**config.mk**
```make
export PLATFORM = sky130hd
export DESIGN_NAME = uart_8n1_bit_timed_transceiver
export DESIGN_NICKNAME = d
export VERILOG_FILES = /design/src/rtl/uart_pkg.sv /design/src/rtl/uart_tx_core.sv /design/src/rtl/uart_rx_core.sv /design/src/rtl/uart_8n1_bit_timed_transceiver.sv
export SDC_FILE = /design/constraint.sdc
export NUM_CORES = 1
export LEC_CHECK = 0
export BUFFER_PORTS_ARGS = -buffer_cell sky130_fd_sc_hd__buf_2
export CELL_PAD_IN_SITES_DETAIL_PLACEMENT = 2
export CELL_PAD_IN_SITES_GLOBAL_PLACEMENT = 2
export CORE_UTILIZATION = 35
export CTS_CLUSTER_SIZE = 20
export DETAILED_ROUTE_END_ITERATION = 10
export PLACE_DENSITY = 0.89
export SLEW_MARGIN = 20
export SYNTH_ARGS = -nofsm -noshare
export SYNTH_HDL_FRONTEND = slang
export SYNTH_SLANG_ARGS = --single-unit
export TNS_END_PERCENT = 30
```
**constraint.sdc**
```tcl
create_clock -name clk -period 5.65 [get_ports clk]
set_clock_uncertainty 0.2 [all_clocks]
set_input_delay 0.565 -clock clk [delete_from_list [all_inputs] [get_ports clk]]
set_output_delay 0.565 -clock clk [all_outputs]
set_load 0.05 [all_outputs]
```
**src/rtl/uart_pkg.sv**
```systemverilog
// Package: shared constants and status types of the 8N1 UART transceiver.
package uart_pkg;

  // Bit timer and frame geometry
  localparam int TIMER_WIDTH = 16;
  localparam int DATA_BITS   = 8;
  localparam int IDX_WIDTH   = 4;
  localparam int ITEM_WIDTH  = 16;

  localparam logic [TIMER_WIDTH-1:0] BIT_TIME_RESET = TIMER_WIDTH'(104);

  // Frame step indexes: start bit, data bits 1..8, stop bit, trailing period
  localparam logic [IDX_WIDTH-1:0] IDX_START = IDX_WIDTH'(0);
  localparam logic [IDX_WIDTH-1:0] IDX_STOP  = IDX_WIDTH'(9);
  localparam logic [IDX_WIDTH-1:0] IDX_DONE  = IDX_WIDTH'(10);

  // Transmitter status seen at the result port
  typedef struct packed {
    logic busy;
    logic level;
  } tx_status_t;

  // Receiver status seen at the result port
  typedef struct packed {
    logic                 ready;
    logic [DATA_BITS-1:0] data;
  } rx_status_t;

  // Timer period: a zero setting counts as one tick
  function automatic logic [TIMER_WIDTH-1:0] period_of(input logic [TIMER_WIDTH-1:0] bt);
    logic [TIMER_WIDTH-1:0] p;
    p = (bt == '0) ? TIMER_WIDTH'(1) : bt;
    return p;
  endfunction

endpackage

```
**src/rtl/uart_tx_core.sv**
```systemverilog
// Transmitter: free-running bit timer and 8N1 frame shifter.
module uart_tx_core
  import uart_pkg::*;
(
  input  logic                   clk,
  input  logic                   rst,
  input  logic                   step,
  input  logic [TIMER_WIDTH-1:0] period,
  input  logic                   tx_start,
  input  logic [DATA_BITS-1:0]   tx_byte,
  output tx_status_t             status
);

  logic [TIMER_WIDTH-1:0] tick_count, tick_count_next;
  logic [IDX_WIDTH-1:0]   bit_index, bit_index_next;
  logic [DATA_BITS-1:0]   shift, shift_next;
  logic                   active, active_next;
  logic                   level, level_next;
  logic [TIMER_WIDTH:0]   count_inc;
  logic                   fire;

  // Bit timer: fires when the count plus one reaches or passes the period
  assign count_inc = {1'b0, tick_count} + (TIMER_WIDTH+1)'(1);
  assign fire      = (count_inc >= {1'b0, period});

  // Request first, then the bit event on the request-updated state
  always_comb begin
    active_next    = active;
    shift_next     = shift;
    bit_index_next = bit_index;
    level_next     = level;
    if (tx_start && !active) begin
      active_next    = 1'b1;
      shift_next     = tx_byte;
      bit_index_next = IDX_START;
    end
    tick_count_next = fire ? '0 : count_inc[TIMER_WIDTH-1:0];
    if (fire && active_next) begin
      if (bit_index_next == IDX_START) begin
        level_next     = 1'b0;
        bit_index_next = bit_index_next + IDX_WIDTH'(1);
      end else if (bit_index_next < IDX_STOP) begin
        level_next     = shift_next[0];
        shift_next     = {1'b0, shift_next[DATA_BITS-1:1]};
        bit_index_next = bit_index_next + IDX_WIDTH'(1);
      end else if (bit_index_next == IDX_STOP) begin
        level_next     = 1'b1;
        bit_index_next = IDX_DONE;
      end else begin
        bit_index_next = IDX_START;
        active_next    = 1'b0;
      end
    end
  end

  // State, advanced once per item
  always_ff @(posedge clk) begin
    if (rst) begin
      tick_count <= '0;
      bit_index  <= IDX_START;
      shift      <= '0;
      active     <= 1'b0;
      level      <= 1'b1;
    end else if (step) begin
      tick_count <= tick_count_next;
      bit_index  <= bit_index_next;
      shift      <= shift_next;
      active     <= active_next;
      level      <= level_next;
    end
  end

  assign status.busy  = active;
  assign status.level = level;

endmodule

```
**src/rtl/uart_rx_core.sv**
```systemverilog
// Receiver: start-edge detect, mid-bit sampling, byte hold and ready flag.
module uart_rx_core
  import uart_pkg::*;
(
  input  logic                   clk,
  input  logic                   rst,
  input  logic                   step,
  input  logic [TIMER_WIDTH-1:0] bit_time,
  input  logic [TIMER_WIDTH-1:0] period,
  input  logic                   rx_line,
  input  logic                   rx_ack,
  output rx_status_t             status
);

  logic [TIMER_WIDTH-1:0] tick_count, tick_count_next;
  logic [IDX_WIDTH-1:0]   bit_index, bit_index_next;
  logic [DATA_BITS-1:0]   shift, shift_next;
  logic                   active, active_next;
  logic                   prev_level;
  logic [DATA_BITS-1:0]   hold, hold_next;
  logic                   flag, flag_next;
  logic [TIMER_WIDTH-2:0] half;
  logic [TIMER_WIDTH-1:0] start_delay;
  logic [TIMER_WIDTH-1:0] count_dec;
  logic                   got;

  // Delay from the falling edge to the start-bit sample, at least one tick
  assign half        = bit_time[TIMER_WIDTH-1:1];
  assign start_delay = (half > (TIMER_WIDTH-1)'(1)) ?
                       {1'b0, half - (TIMER_WIDTH-1)'(1)} : TIMER_WIDTH'(1);
  assign count_dec   = (tick_count != '0) ? tick_count - TIMER_WIDTH'(1) : tick_count;

  always_comb begin
    tick_count_next = tick_count;
    bit_index_next  = bit_index;
    shift_next      = shift;
    active_next     = active;
    hold_next       = hold;
    got             = 1'b0;
    if (!active) begin
      // Idle: wait for a falling edge
      if (prev_level && !rx_line) begin
        active_next     = 1'b1;
        bit_index_next  = IDX_START;
        tick_count_next = start_delay;
      end
    end else begin
      tick_count_next = count_dec;
      if (count_dec == '0) begin
        tick_count_next = period;
        if (bit_index == IDX_START) begin
          // high start sample is a false start
          if (rx_line) begin
            active_next = 1'b0;
          end else begin
            shift_next     = '0;
            bit_index_next = bit_index + IDX_WIDTH'(1);
          end
        end else if (bit_index < IDX_STOP) begin
          shift_next     = {rx_line, shift[DATA_BITS-1:1]};
          bit_index_next = bit_index + IDX_WIDTH'(1);
        end else begin
          // stop bit: keep the byte only on a high stop level
          if (rx_line) begin
            hold_next = shift;
            got       = 1'b1;
          end
          active_next    = 1'b0;
          bit_index_next = IDX_START;
        end
      end
    end
    // a new byte outranks a same-tick acknowledge
    flag_next = got | (flag & ~rx_ack);
  end

  always_ff @(posedge clk) begin
    if (rst) begin
      tick_count <= '0;
      bit_index  <= IDX_START;
      shift      <= '0;
      active     <= 1'b0;
      prev_level <= 1'b1;
      hold       <= '0;
      flag       <= 1'b0;
    end else if (step) begin
      tick_count <= tick_count_next;
      bit_index  <= bit_index_next;
      shift      <= shift_next;
      active     <= active_next;
      prev_level <= rx_line;
      hold       <= hold_next;
      flag       <= flag_next;
    end
  end

  assign status.ready = flag;
  assign status.data  = hold;

endmodule

```
**src/rtl/uart_8n1_bit_timed_transceiver.sv**
```systemverilog
// Top level: 8N1 UART transceiver stepped once per timer-tick item.
// A result item is offered once its tick item has left the input register and stepped the state.
// Throughput: one item per cycle while the result side is ready; a waiting
// result lets at most one further tick into the input register.
// Reset (rst, synchronous, active high): line idle high, transmitter and
// receiver idle, ready flag clear, bit_time back to 104; no clearing pass.
module uart_8n1_bit_timed_transceiver
  import uart_pkg::*;
(
  input  logic                   clk,
  input  logic                   rst,
  input  logic                   cfg_we,
  input  logic [TIMER_WIDTH-1:0] cfg_wdata,
  input  logic                   s_axis_tvalid,
  output logic                   s_axis_tready,
  input  logic [ITEM_WIDTH-1:0]  s_axis_tdata,  // rx_line, tx_start, tx_byte[7:0], rx_ack
  output logic                   m_axis_tvalid,
  input  logic                   m_axis_tready,
  output logic [ITEM_WIDTH-1:0]  m_axis_tdata   // tx_line, tx_busy, rx_byte[7:0], rx_ready
);

  logic [TIMER_WIDTH-1:0] bit_time;
  logic [TIMER_WIDTH-1:0] period;
  logic                   in_valid;
  logic [ITEM_WIDTH-1:0]  in_data;
  logic                   out_valid;
  logic                   advance;
  tx_status_t             tx_status;
  rx_status_t             rx_status;

  // Bit time register
  always_ff @(posedge clk) begin
    if (rst) begin
      bit_time <= BIT_TIME_RESET;
    end else if (cfg_we) begin
      bit_time <= cfg_wdata;
    end
  end

  assign period = period_of(bit_time);

  // Step the state when a held item can hand its result on
  assign advance       = in_valid && (!out_valid || m_axis_tready);
  assign s_axis_tready = !in_valid || advance;

  // Input register
  always_ff @(posedge clk) begin
    if (rst) begin
      in_valid <= 1'b0;
    end else if (s_axis_tvalid && s_axis_tready) begin
      in_valid <= 1'b1;
    end else if (advance) begin
      in_valid <= 1'b0;
    end
  end

  always_ff @(posedge clk) begin
    if (s_axis_tvalid && s_axis_tready) begin
      in_data <= s_axis_tdata;
    end
  end

  // Result valid; the payload is the state itself, which holds while stalled
  always_ff @(posedge clk) begin
    if (rst) begin
      out_valid <= 1'b0;
    end else if (advance) begin
      out_valid <= 1'b1;
    end else if (m_axis_tready) begin
      out_valid <= 1'b0;
    end
  end

  uart_tx_core u_tx (
    .clk      (clk),
    .rst      (rst),
    .step     (advance),
    .period   (period),
    .tx_start (in_data[1]),
    .tx_byte  (in_data[9:2]),
    .status   (tx_status)
  );

  uart_rx_core u_rx (
    .clk      (clk),
    .rst      (rst),
    .step     (advance),
    .bit_time (bit_time),
    .period   (period),
    .rx_line  (in_data[0]),
    .rx_ack   (in_data[10]),
    .status   (rx_status)
  );

  assign m_axis_tvalid = out_valid;
  assign m_axis_tdata  = {5'b0, rx_status.ready, rx_status.data,
                          tx_status.busy, tx_status.level};

`ifndef SYNTHESIS
  // A low transmit level only ever occurs inside a frame
  a_low_means_busy: assert property (@(posedge clk) disable iff (rst)
    !tx_status.level |-> tx_status.busy)
    else $error("tx line low while transmitter idle");

  // State moves only when an item is stepped
  a_state_holds: assert property (@(posedge clk) disable iff (rst)
    !advance |=> $stable(tx_status) && $stable(rx_status))
    else $error("state changed without a stepped item");

  // Ready flag rises only from a stepped item
  a_ready_from_step: assert property (@(posedge clk) disable iff (rst)
    $rose(rx_status.ready) |-> $past(advance))
    else $error("rx ready rose without a stepped item");
`endif

endmodule

```
**After elaboration in Yosys (flattened, before gate mapping)**

Index checks and enable logic that the tools add are counted.

- Flip-flop bits (word level): 98
- Output and inout bits: 18
- Logic and storage cells: 108

- Add/subtract/negate cells: 5
- Magnitude comparators: 4
- Eq/ne operators: 4
- Muxes and demuxes: 48
- Bitwise operators: 5
- Reduce and logical (&&, ||, !) cells: 26

Operators with widths:

| operator | count |
|---|---|
| $mux 16 | 6 |
| $mux 8 | 7 |
| $mux 4 | 11 |
| $logic_not 16->1 | 2 |
| $mux 1 | 23 |
| $add 16x1->17 const B | 1 |
| $ge 17x16->1 | 1 |
| $reduce_bool 16->1 | 1 |
| $sub 16x1->16 const B | 1 |
| $gt 15x1->1 const B | 1 |
| $mux 15 | 1 |
| $sub 15x1->15 const B | 1 |
| $add 4x1->4 const B | 2 |
| $logic_not 4->1 | 2 |
| $lt 4x4->1 const B | 2 |
| $reduce_bool 2->1 | 4 |
| $reduce_and 6->1 | 1 |
| $logic_and 1x1->1 | 5 |
| $reduce_and 5->1 | 1 |
| $eq 4x4->1 const B | 1 |
| $logic_not 1->1 | 4 |
| $ne 2x2->1 const B | 2 |
| $reduce_and 4->1 | 1 |
| $ne 3x3->1 const B | 1 |
| 7 further kinds | 10 |

**Logic depth before layout (Yosys ltp)**

Gate-level depths: netlist of run 1.

- Depth in word-level cells: 8
- Depth in mapped cells: 18

**By module**

From an unflattened synthesis of run 1, not the netlist that was laid out.

- Cell total of the unflattened synthesis: 757
- Area total of the unflattened synthesis: 6184.7 um^2

Modules (own cells, without submodules):

| module | instances | cells each | area an instance (um^2) |
|---|---|---|---|
| uart_rx_core | 1 | 356 | 2780.2 |
| uart_tx_core | 1 | 302 | 2273.4 |
| uart_8n1_bit_timed_transceiver | 1 | 99 | 1131.1 |

**Worst setup path after synthesis of run 1**

No wires, ideal clock.

- Kind: reg-to-reg
- Start: register u_tx.tick_count[0]
- End: register u_tx.shift[0]
- Setup time: 0.122 ns
- Arrival: 3.639 ns
- Required time: 5.328 ns
- Slack: 1.689 ns
- Cell stages (with the launch flop): 19
- Path buffers: 2
- Period minus slack after synthesis: 3.961 ns
- Cell sequence: dfxtp_1 -> ha_1 -> nand3_1 -> nor3_1 -> and3_1 -> and3_1 -> nand3_1 -> xnor2_1 -> ha_1 -> nand3_1 -> nor2_1 -> a32oi_1 -> o211ai_1 -> a21oi_1 -> clkbuf_1 -> nor2_1 -> buf_1 -> nor2_1 -> a221o_1

- Cells in the longest elaborated chain, start to end: 4

Ends and longest elaborated chain:

| what | line | text |
|---|---|---|
| from (decl) | uart_tx_core.sv:14 | `logic [TIMER_WIDTH-1:0] tick_count, tick_count_next;` |
| from (signal assigned) | uart_tx_core.sv:65 | `tick_count <= tick_count_next;` |
| $add 16x1->17 | uart_tx_core.sv:23 | `assign count_inc = {1'b0, tick_count} + (TIMER_WIDTH+1)'(1);` |
| $ge 17x16->1 | uart_tx_core.sv:24 | `assign fire = (count_inc >= {1'b0, period});` |
| $logic_and 1x1->1 | uart_tx_core.sv:38 | `if (fire && active_next) begin` |
| $mux 8 | uart_tx_core.sv:38 |  |
| to (signal assigned) | uart_tx_core.sv:67 | `shift <= shift_next;` |
| to (decl) | uart_tx_core.sv:16 | `logic [DATA_BITS-1:0] shift, shift_next;` |

No other way between the ends.
A chain may end at the register's enable or synchronous reset.

**Worst setup path in the final report of run 1**

- Start: register u_tx.tick_count[0]
- End: register u_tx.shift[6]

Same word-level chain as after synthesis.

==> results of run 1 <==
==> registers in the layout, indices dropped and copies added (netlist names), 8 cells and up <==
register,count
bit_time,16
u_rx.tick_count,16
u_tx.tick_count,16
in_data,11
u_rx.hold,8
u_rx.shift,8
u_tx.shift,8
==> Yosys cell counts (9+ instances only) <==
cell      number
a21oi_1       52
clkbuf_1      23
dfxtp_1       87
edfxtp_1      11
ha_1          26
inv_1         30
mux2i_1       28
nand2_1       80
nand3_1       38
nor2_1        75
nor3_1        28
nor4_1        10
o211ai_1       9
o21ai_0       33
xnor2_1       21
xor2_1        10
==> power groups by stage <==
stage / Clock (mW) / Sequential, mW / Combinational (mW)
2_1_floorplan: 0 / 0.763 / 0.216
3_3_place_gp: 0 / 0.776 / 0.275
3_5_place_dp: 0 / 0.779 / 0.293
4_1_cts: 0.637 / 0.763 / 0.298
5_1_grt: 0.666 / 0.767 / 0.326
6_report: 0.627 / 0.763 / 0.298
==> critical path, delay by kind of cell (launching register included) <==
| kind | cells | cell delay [ns] |
|---|---|---|
| fa+ha+maj | 2 | 0.60 |
| xor+xnor | 1 | 0.17 |
| compound gates | 4 | 0.70 |
| simple gates | 9 | 2.55 |
| flops | 1 | 0.42 |
==> cells by family after synthesis <==
group | count (synthesis) | synth area share
compound gates | 165 | 0.190
xor+xnor | 31 | 0.0469
fa+ha+maj | 26 | 0.0562
buf+inv | 74 | 0.0558
flops | 98 | 0.358
mux | 29 | 0.0504
other cells | 1 | 0.000648
simple gates | 285 | 0.242
==> layout make-up <==
cell class / instances / area [um2]
repair buffers: 51 / 273
clock buffers: 10 / 229
multi-input cells: 541 / 3410
inverters: 32 / 120
well taps: 216 / 270
fillers: 1863 / 9570
clock inverters: 6 / 56.3
flip-flops and latches: 98 / 2070
==> layer usage <==
layer  vias to the layer above  share of wire
met4                         0          0.025
met3                        35          0.028
met1                      2776           0.44
li1                       2585              -
met5                         -              0
met2                       108           0.50
==> final timing paths <==
path,from,endpoint,slack [ns]
max,u_tx.tick_count[0],u_tx.shift[6],0.90
min,s_axis_tdata[8],in_data[8],0.17
max reg2reg,u_tx.tick_count[0],u_tx.shift[6],0.90
min reg2reg,u_tx.shift[3],u_tx.shift[3],0.25
==> flow_summary.toml, run 1 <==
[outcome]
status = "finished, final reports clean"

[worst_setup_path]
critPathMaxStageDelay_ns = 0.68
worstSetupEndpointType = "register"
crit_path_start_kind = "register"
worstSetupPathType = "register to register"
path_max_fanout = 11
r2r_cells = 16
path_common_cell = "nand3_1"
path_cells = "ha_1 -> nand3_1 -> nor3_1 -> and3_1 -> and3_1 -> nand3_1 -> xnor2_1 -> ha_1 -> nand3_1 -> nor2_1 -> a32oi_1 -> o211ai_1 -> a21oi_1 -> nor2_1 -> nor3_1 -> a221o_1"
cp.arrival_ns = 4.81
worst_path_max_delay_cell = "nor2_1"
cp.required_ns = 5.70

[floorplan]
io_pins = 55
rows = 46
die_area_um2 = 17000
coreArea_um2 = 16000
fp.dieW_um = 131
start_util = 0.362
die_h_um = 131

[global_route]
met1_usage = 0.302
met2_usage = 0.444
antenna_found_initial = 0
grt_most_used_layer = "met2"
gr-total-overflow = 0
grt_max_degree = 76
grt_usage = 0.248
grt_pass1_wl_mm = 32.4
first_global_vias = 6073
grt_use_met3 = 0.0354

[min_path]
worst_hold_path_type = "input pin to register"
whs_path_depth = 1

[timing]
finalWorstSetupSlack_ns = 0.896
fin_hold_ws_ns = 0.171
rsz0062_at_grt = "no"
hold_viol_final = 0
max_slew_margin = 0.356
finalSetupViolCount = 0
fmax_mhz = 210
finalCritPeriodShare = 0.841
fin_crit_ns = 4.75
worstMarginPinSlew_ns = 0.964
setup_tns_ns = 0
report.final.slew_viol_count = 0

[layout]
final_common_cell = "dfxtp_1"
stdcell_area_um2 = 6430
diodes = 0
fin_nets = 796
final_cell_mix = "87 x dfxtp_1, 80 x nand2_1, 74 x nor2_1, 52 x a21oi_1, 44 x buf_2"
final_util = 0.402
syn_to_final_growth_pct = 11.1
final_cells = 954
drive_above_1_share = 0.114

[pwr]
ir_drop_mv = 0.149
p_int_mw = 1.14
p_total_mw = 1.69
pwr-share-comb = 0.177
power_switching_mw = 0.546
switching_share = 0.324
pwr-share-seq = 0.452
powerDensity_nw_per_um2 = 263
leakage_nw = 2.59
clockPowerShare = 0.371

[routing]
num_vias = 5504
ant_nets = 0
avgRoutedWirePerCell_um = 21.0
drt-total-wl_mm = 20.0
drc = 0
firstDrtPassIters = 4
via_per_inst = 5.77
drt_iter0_drc = 185

[logic_synthesis]
yosys_warnings = 0
avgSynthCellArea_um2 = 8.16
yosys.area.top_type = "dfxtp_1"
ys_ff_latch = 98
netlist_area_um2 = 5780
synth_flop_cell = "dfxtp_1"
synth_top_area_share = 0.301
ys_seq_area_frac = 0.358
synth_edf_count = 11
synth_top_cells_by_area = "dfxtp_1 30%, edfxtp_1 5.7%, ha_1 5.6%"
synth_cell_types = 73
synth_cells = 709
ys_async_sr_fraction = 0

[clock_tree]
insertion_delay_ns = 0.36
clock-sinks = 98
cts_tree = "yes"
hold_buffers = 0
cts_buffers = 9
cts_setup_buffers = 0
cts_buffer_depth = 2
h-tree-depth = 3
ctsResizeCount = 0
clk_pin_slew_ns = 0.08
cts_root_buf = "clkbuf_16"

[job]
maxCapViolations = 0

[place]
port_buffers = 44
place_area_um2 = 6140
gp_congestion = 0.913
placed_cells = 938
place_ws_ns = 0.971
place_hpwl_mm = 14.6
Power figures use the tool's default switching activity.
==> run 2, diff against run 1 <==
CORE_UTILIZATION = 32   (was 35)
PLACE_DENSITY = 0.87   (was 0.89)
clock period = 4.35 ns   (was 5.65 ns; I/O delays follow)
==> flow_summary.toml, run 2 (synthesis gave the netlist of run 1 again) <==
[worst_setup_path]
r2r_end = "u_tx.tick_count[8]"
cp.arrival_ns = 4.10
cp.required_ns = 4.38
crit_path_end = "u_tx.tick_count[8]"
regToRegSetupSlack_ns = 0.28
r2r_cells = 17
crit-reg2reg-launch = "u_tx.tick_count[0]"
path_max_fanout = 13
worstSetupPathType = "register to register"
crit_path_start_kind = "register"
worstSetupEndpointType = "register"
startpoint = "u_tx.tick_count[0]"

[timing]
fin_hold_ws_ns = 0.0424
hold_viol_final = 0
finalCritPeriodShare = 0.937
worstMarginPinSlew_ns = 0.891
finalSetupViolCount = 0
report.final.slew_viol_count = 0
rsz0062_at_grt = "no"
max_slew_margin = 0.405
fin_crit_ns = 4.07
fmax_mhz = 245

[pwr]
switching_share = 0.316
power_switching_mw = 0.681
pwr-share-seq = 0.459
pwr-share-comb = 0.182
p_int_mw = 1.47
ir_drop_mv = 0.197
leakage_nw = 2.65
p_total_mw = 2.15
clockPowerShare = 0.359
powerDensity_nw_per_um2 = 330

[layout]
syn_to_final_growth_pct = 13.0
final_common_cell = "dfxtp_1"
diodes = 0
top_regs = "bit_time x16, u_rx.tick_count x16, u_tx.tick_count x16"
final_cell_mix = "87 x dfxtp_1, 80 x nand2_1, 73 x nor2_1, 51 x a21oi_1, 44 x buf_2"
drive_above_1_share = 0.134
fin_nets = 804
final_util = 0.374

[routing]
avgRoutedWirePerCell_um = 20.3
drc = 0
drt-total-wl_mm = 19.7
firstDrtPassIters = 4
ant_nets = 0
num_vias = 5490
via_per_inst = 5.65
drt_iter0_drc = 263

[clock_tree]
hold_buffers = 0
insertion_delay_ns = 0.36
clock-sinks = 98
clk_pin_slew_ns = 0.08
cts_root_buf = "clkbuf_16"
cts_buffers = 9
cts_tree = "yes"
cts_setup_buffers = 0
h-tree-depth = 3
cts_buffer_depth = 2

[global_route]
first_global_vias = 6073
grt_pass1_wl_mm = 32.2
grt_usage = 0.223
antenna_found_initial = 0
gr-total-overflow = 0
grt_use_met3 = 0.0336
grt_most_used_layer = "met2"
met2_usage = 0.401
grt_max_degree = 53
met1_usage = 0.270

[floorplan]
die_area_um2 = 18600
die_h_um = 136
rows = 48
fp.dieW_um = 136
start_util = 0.331
io_pins = 55
coreArea_um2 = 17500

[outcome]
status = "finished, final reports clean"

[place]
gp_congestion = 0.868
port_buffers = 44
place_hpwl_mm = 14.3

[min_path]
worst_hold_path_type = "input pin to register"

[job]
maxCapViolations = 0
==> run 2: changes by cell type in the layout (fill, tap and decap cells not counted), moves of 2 or more <==
cell	previous run	this run
buf_4	7	15
nor3_1	28	25
clkinv_2	0	2
inv_8	2	0
nor3_2	0	2
==> run 2: metal layers <==
layer  up-vias  wire length [um]
li1       2601                 -
met1      2776              8620
met2        88             10200
met3        25               531
met4         0               303
met5         -                 0
==> run 2: layout make-up <==
cell class	instances	area, um2
clock buffer	10	229
inverter	32	120
multi-input combinational	541	3460
fill	2008	10900
tap	225	282
timing repair buffer	59	333
clock inverter	6	41.3
sequential	98	2070
==> run 2: worst max-delay path, stage by stage, from the launching register on <==
cell and delay, ns:
dfxtp_1 0.44, ha_2 0.27, nand3_1 0.19, nor3_4 0.29, and3_1 0.22, and3_1 0.19
nand3_1 0.12, xnor2_2 0.17, ha_1 0.30, nand3_1 0.13, nor2_2 0.24, a32oi_1 0.14
o211ai_1 0.19, a21o_2 0.28, nor2_1 0.07, buf_4 0.20, a22oi_1 0.22, nor2_1 0.07
==> run 2: power by group through the flow <==
stage / registers [mW] / clock network (mW) / logic (mW)
5_1_grt: 0.993 / 0.830 / 0.430
3_5_place_dp: 1.01 / 0 / 0.386
6_report: 0.989 / 0.773 / 0.393
4_1_cts: 0.988 / 0.789 / 0.392
2_1_floorplan: 0.991 / 0 / 0.281
3_3_place_gp: 1.01 / 0 / 0.365
==> run 2: through the flow <==
step | TNS, ns | instances | instance area (um2) | worst slack (ns)
floorplan | 0 | 713 | 5800 | 0.389
global placement | 0 | 955 | 6210 | 0.162
detailed placement | -0.864 | 955 | 6210 | -0.202
CTS | 0 | 971 | 6480 | 0.0182
global route | 0 | 971 | 6540 | 0.0329
finish | 0 | 971 | 6540 | 0.275
==> run 2: how the worst min path moves through the flow <==
stage / start / end / slack, ns / depth (start not counted)
after global routing: s_axis_tdata[5] / in_data[5] / 0.03 / 1
after floorplan: u_tx.shift[1] / u_tx.shift[1] / 0.22 / 2
after CTS: s_axis_tdata[10] / in_data[10] / 0.03 / 1
after global placement: u_tx.shift[2] / u_tx.shift[2] / 0.23 / 2
final: s_axis_tdata[10] / in_data[10] / 0.04 / 1
after detailed placement: u_tx.shift[4] / u_tx.shift[4] / 0.24 / 2
==> run 2: what timing repair did <==
item / 4_1_cts / 5_1_grt
setup endpoints to repair: 8 / 30
resized for setup: 1 / 11
pin swaps: 0 / 0
==> run 3, diff against run 2 <==
CORE_UTILIZATION = 35   (was 32)
PLACE_DENSITY = 0.89   (was 0.87)
clock period = 5.2 ns   (was 4.35 ns; I/O delays follow)
==> flow_summary.toml, run 3 (synthesis gave the netlist of run 1 again) <==
[routing]
ant_nets = 0
avgRoutedWirePerCell_um = 22.0
drt-total-wl_mm = 21.0
firstDrtPassIters = 4
num_vias = 5619
drt_iter0_drc = 275
via_per_inst = 5.88
drc = 0

[worst_setup_path]
regToRegSetupSlack_ns = 0.47
crit_buf_inv = 1
path_delay_family = "simple AND/OR/NAND/NOR gates"
critPathMaxStageDelay_ns = 0.56
worstSetupEndpointType = "register"
path_max_fanout = 11
path_cells = "ha_1 -> nand3_1 -> nor3_1 -> buf_4 -> and3_1 -> and3_1 -> nand3_1 -> xnor2_1 -> ha_1 -> nand3_1 -> nor2_1 -> a32oi_1 -> o211ai_1 -> a21oi_1 -> nor2_1 -> a221o_1"
worstSetupPathType = "register to register"
path_common_cell = "nand3_1"
worst_path_max_delay_cell = "a21oi_1"
cp.required_ns = 5.25
crit_path_start_kind = "register"
cp.arrival_ns = 4.78

[global_route]
gr-total-overflow = 0
grt_max_degree = 75
first_global_vias = 6273
grt_pass1_wl_mm = 34.1
grt_usage = 0.260
antenna_found_initial = 0

[timing]
finalSetupViolCount = 0
hold_viol_final = 0
fin_crit_ns = 4.73
fin_hold_ws_ns = 0.126
max_slew_margin = 0.329
setup_tns_ns = 0
finalCritPeriodShare = 0.910
fmax_mhz = 211
worstMarginPinSlew_ns = 1.00
report.final.slew_viol_count = 0
rsz0062_at_grt = "no"

[clock_tree]
clock-sinks = 98
cts_buffers = 9
cts_tree = "yes"
ctsResizeCount = 0
clk_pin_slew_ns = 0.08
cts_root_buf = "clkbuf_16"
insertion_delay_ns = 0.36
hold_buffers = 0
cts_buffer_depth = 2
cts_setup_buffers = 0
h-tree-depth = 3

[floorplan]
die_area_um2 = 17000
start_util = 0.362
coreArea_um2 = 16000
die_h_um = 131
rows = 46
io_pins = 55
fp.dieW_um = 131

[min_path]
worst_hold_path_type = "input pin to register"

[job]
maxCapViolations = 0

[outcome]
status = "finished, final reports clean"

[pwr]
powerDensity_nw_per_um2 = 290
ir_drop_mv = 0.169
leakage_nw = 2.60

[layout]
final_common_cell = "dfxtp_1"
top_regs = "bit_time x16, u_rx.tick_count x16, u_tx.tick_count x16"
syn_to_final_growth_pct = 11.6
fin_nets = 797
drive_above_1_share = 0.116
diodes = 0
final_cell_mix = "87 x dfxtp_1, 80 x nand2_1, 74 x nor2_1, 52 x a21oi_1, 44 x buf_2"
fillCellCount = 1834

[place]
place_hpwl_mm = 14.8
port_buffers = 44
gp_congestion = 0.925
run 3: report_power, final:
part           total, mW  switching (mW)  internal, mW
sequential         0.831          0.0413         0.790
clock              0.704           0.359         0.345
combinational      0.336           0.222         0.114
total               1.87           0.623          1.25
run 3: area by class of cell:
cell class / instances / area [um2] / share of cell area
Multi-Input combinational cell: 541 / 3410 / 0.528
Clock buffer: 9 / 225 / 0.0349
Tap cell: 216 / 270 / 0.0419
Inverter: 32 / 120 / 0.0186
Clock inverter: 7 / 78.8 / 0.0122
Timing Repair Buffer: 52 / 280 / 0.0434
Sequential cell: 98 / 2070 / 0.321
run 3: layer usage:
| layer | vias to the layer above | part of all wire | global-route usage |
|---|---|---|---|
| li1 | 2596 | - | - |
| met1 | 2800 | 0.42 | 0.307 |
| met2 | 168 | 0.51 | 0.459 |
| met3 | 55 | 0.043 | 0.0468 |
| met4 | 0 | 0.032 | 0.118 |
| met5 | - | 0 | 0 |
run 3: per-stage QoR:
step | utilization | area (um2) | worst slack, ns | power, mW | std cells
after floorplan | - | 5800 | 1.24 | 1.06 | 713
after global placement | 0.384 | 6150 | 0.877 | 1.14 | 939
after detailed placement | 0.384 | 6150 | 0.511 | 1.17 | 939
after CTS | 0.403 | 6450 | 0.496 | 1.88 | 955
after global routing | 0.403 | 6450 | 0.0673 | 1.94 | 955
final | 0.403 | 6450 | 0.469 | 1.87 | 955
run 3: path summary, 6_finish.rpt:
check / start / to / cells past startpoint
min: s_axis_tdata[3] / in_data[3] / 1
max: u_tx.tick_count[0] / u_tx.shift[0] / 16
max reg2reg: u_tx.tick_count[0] / u_tx.shift[0] / 16
min reg2reg: u_tx.shift[2] / u_tx.shift[2] / 2
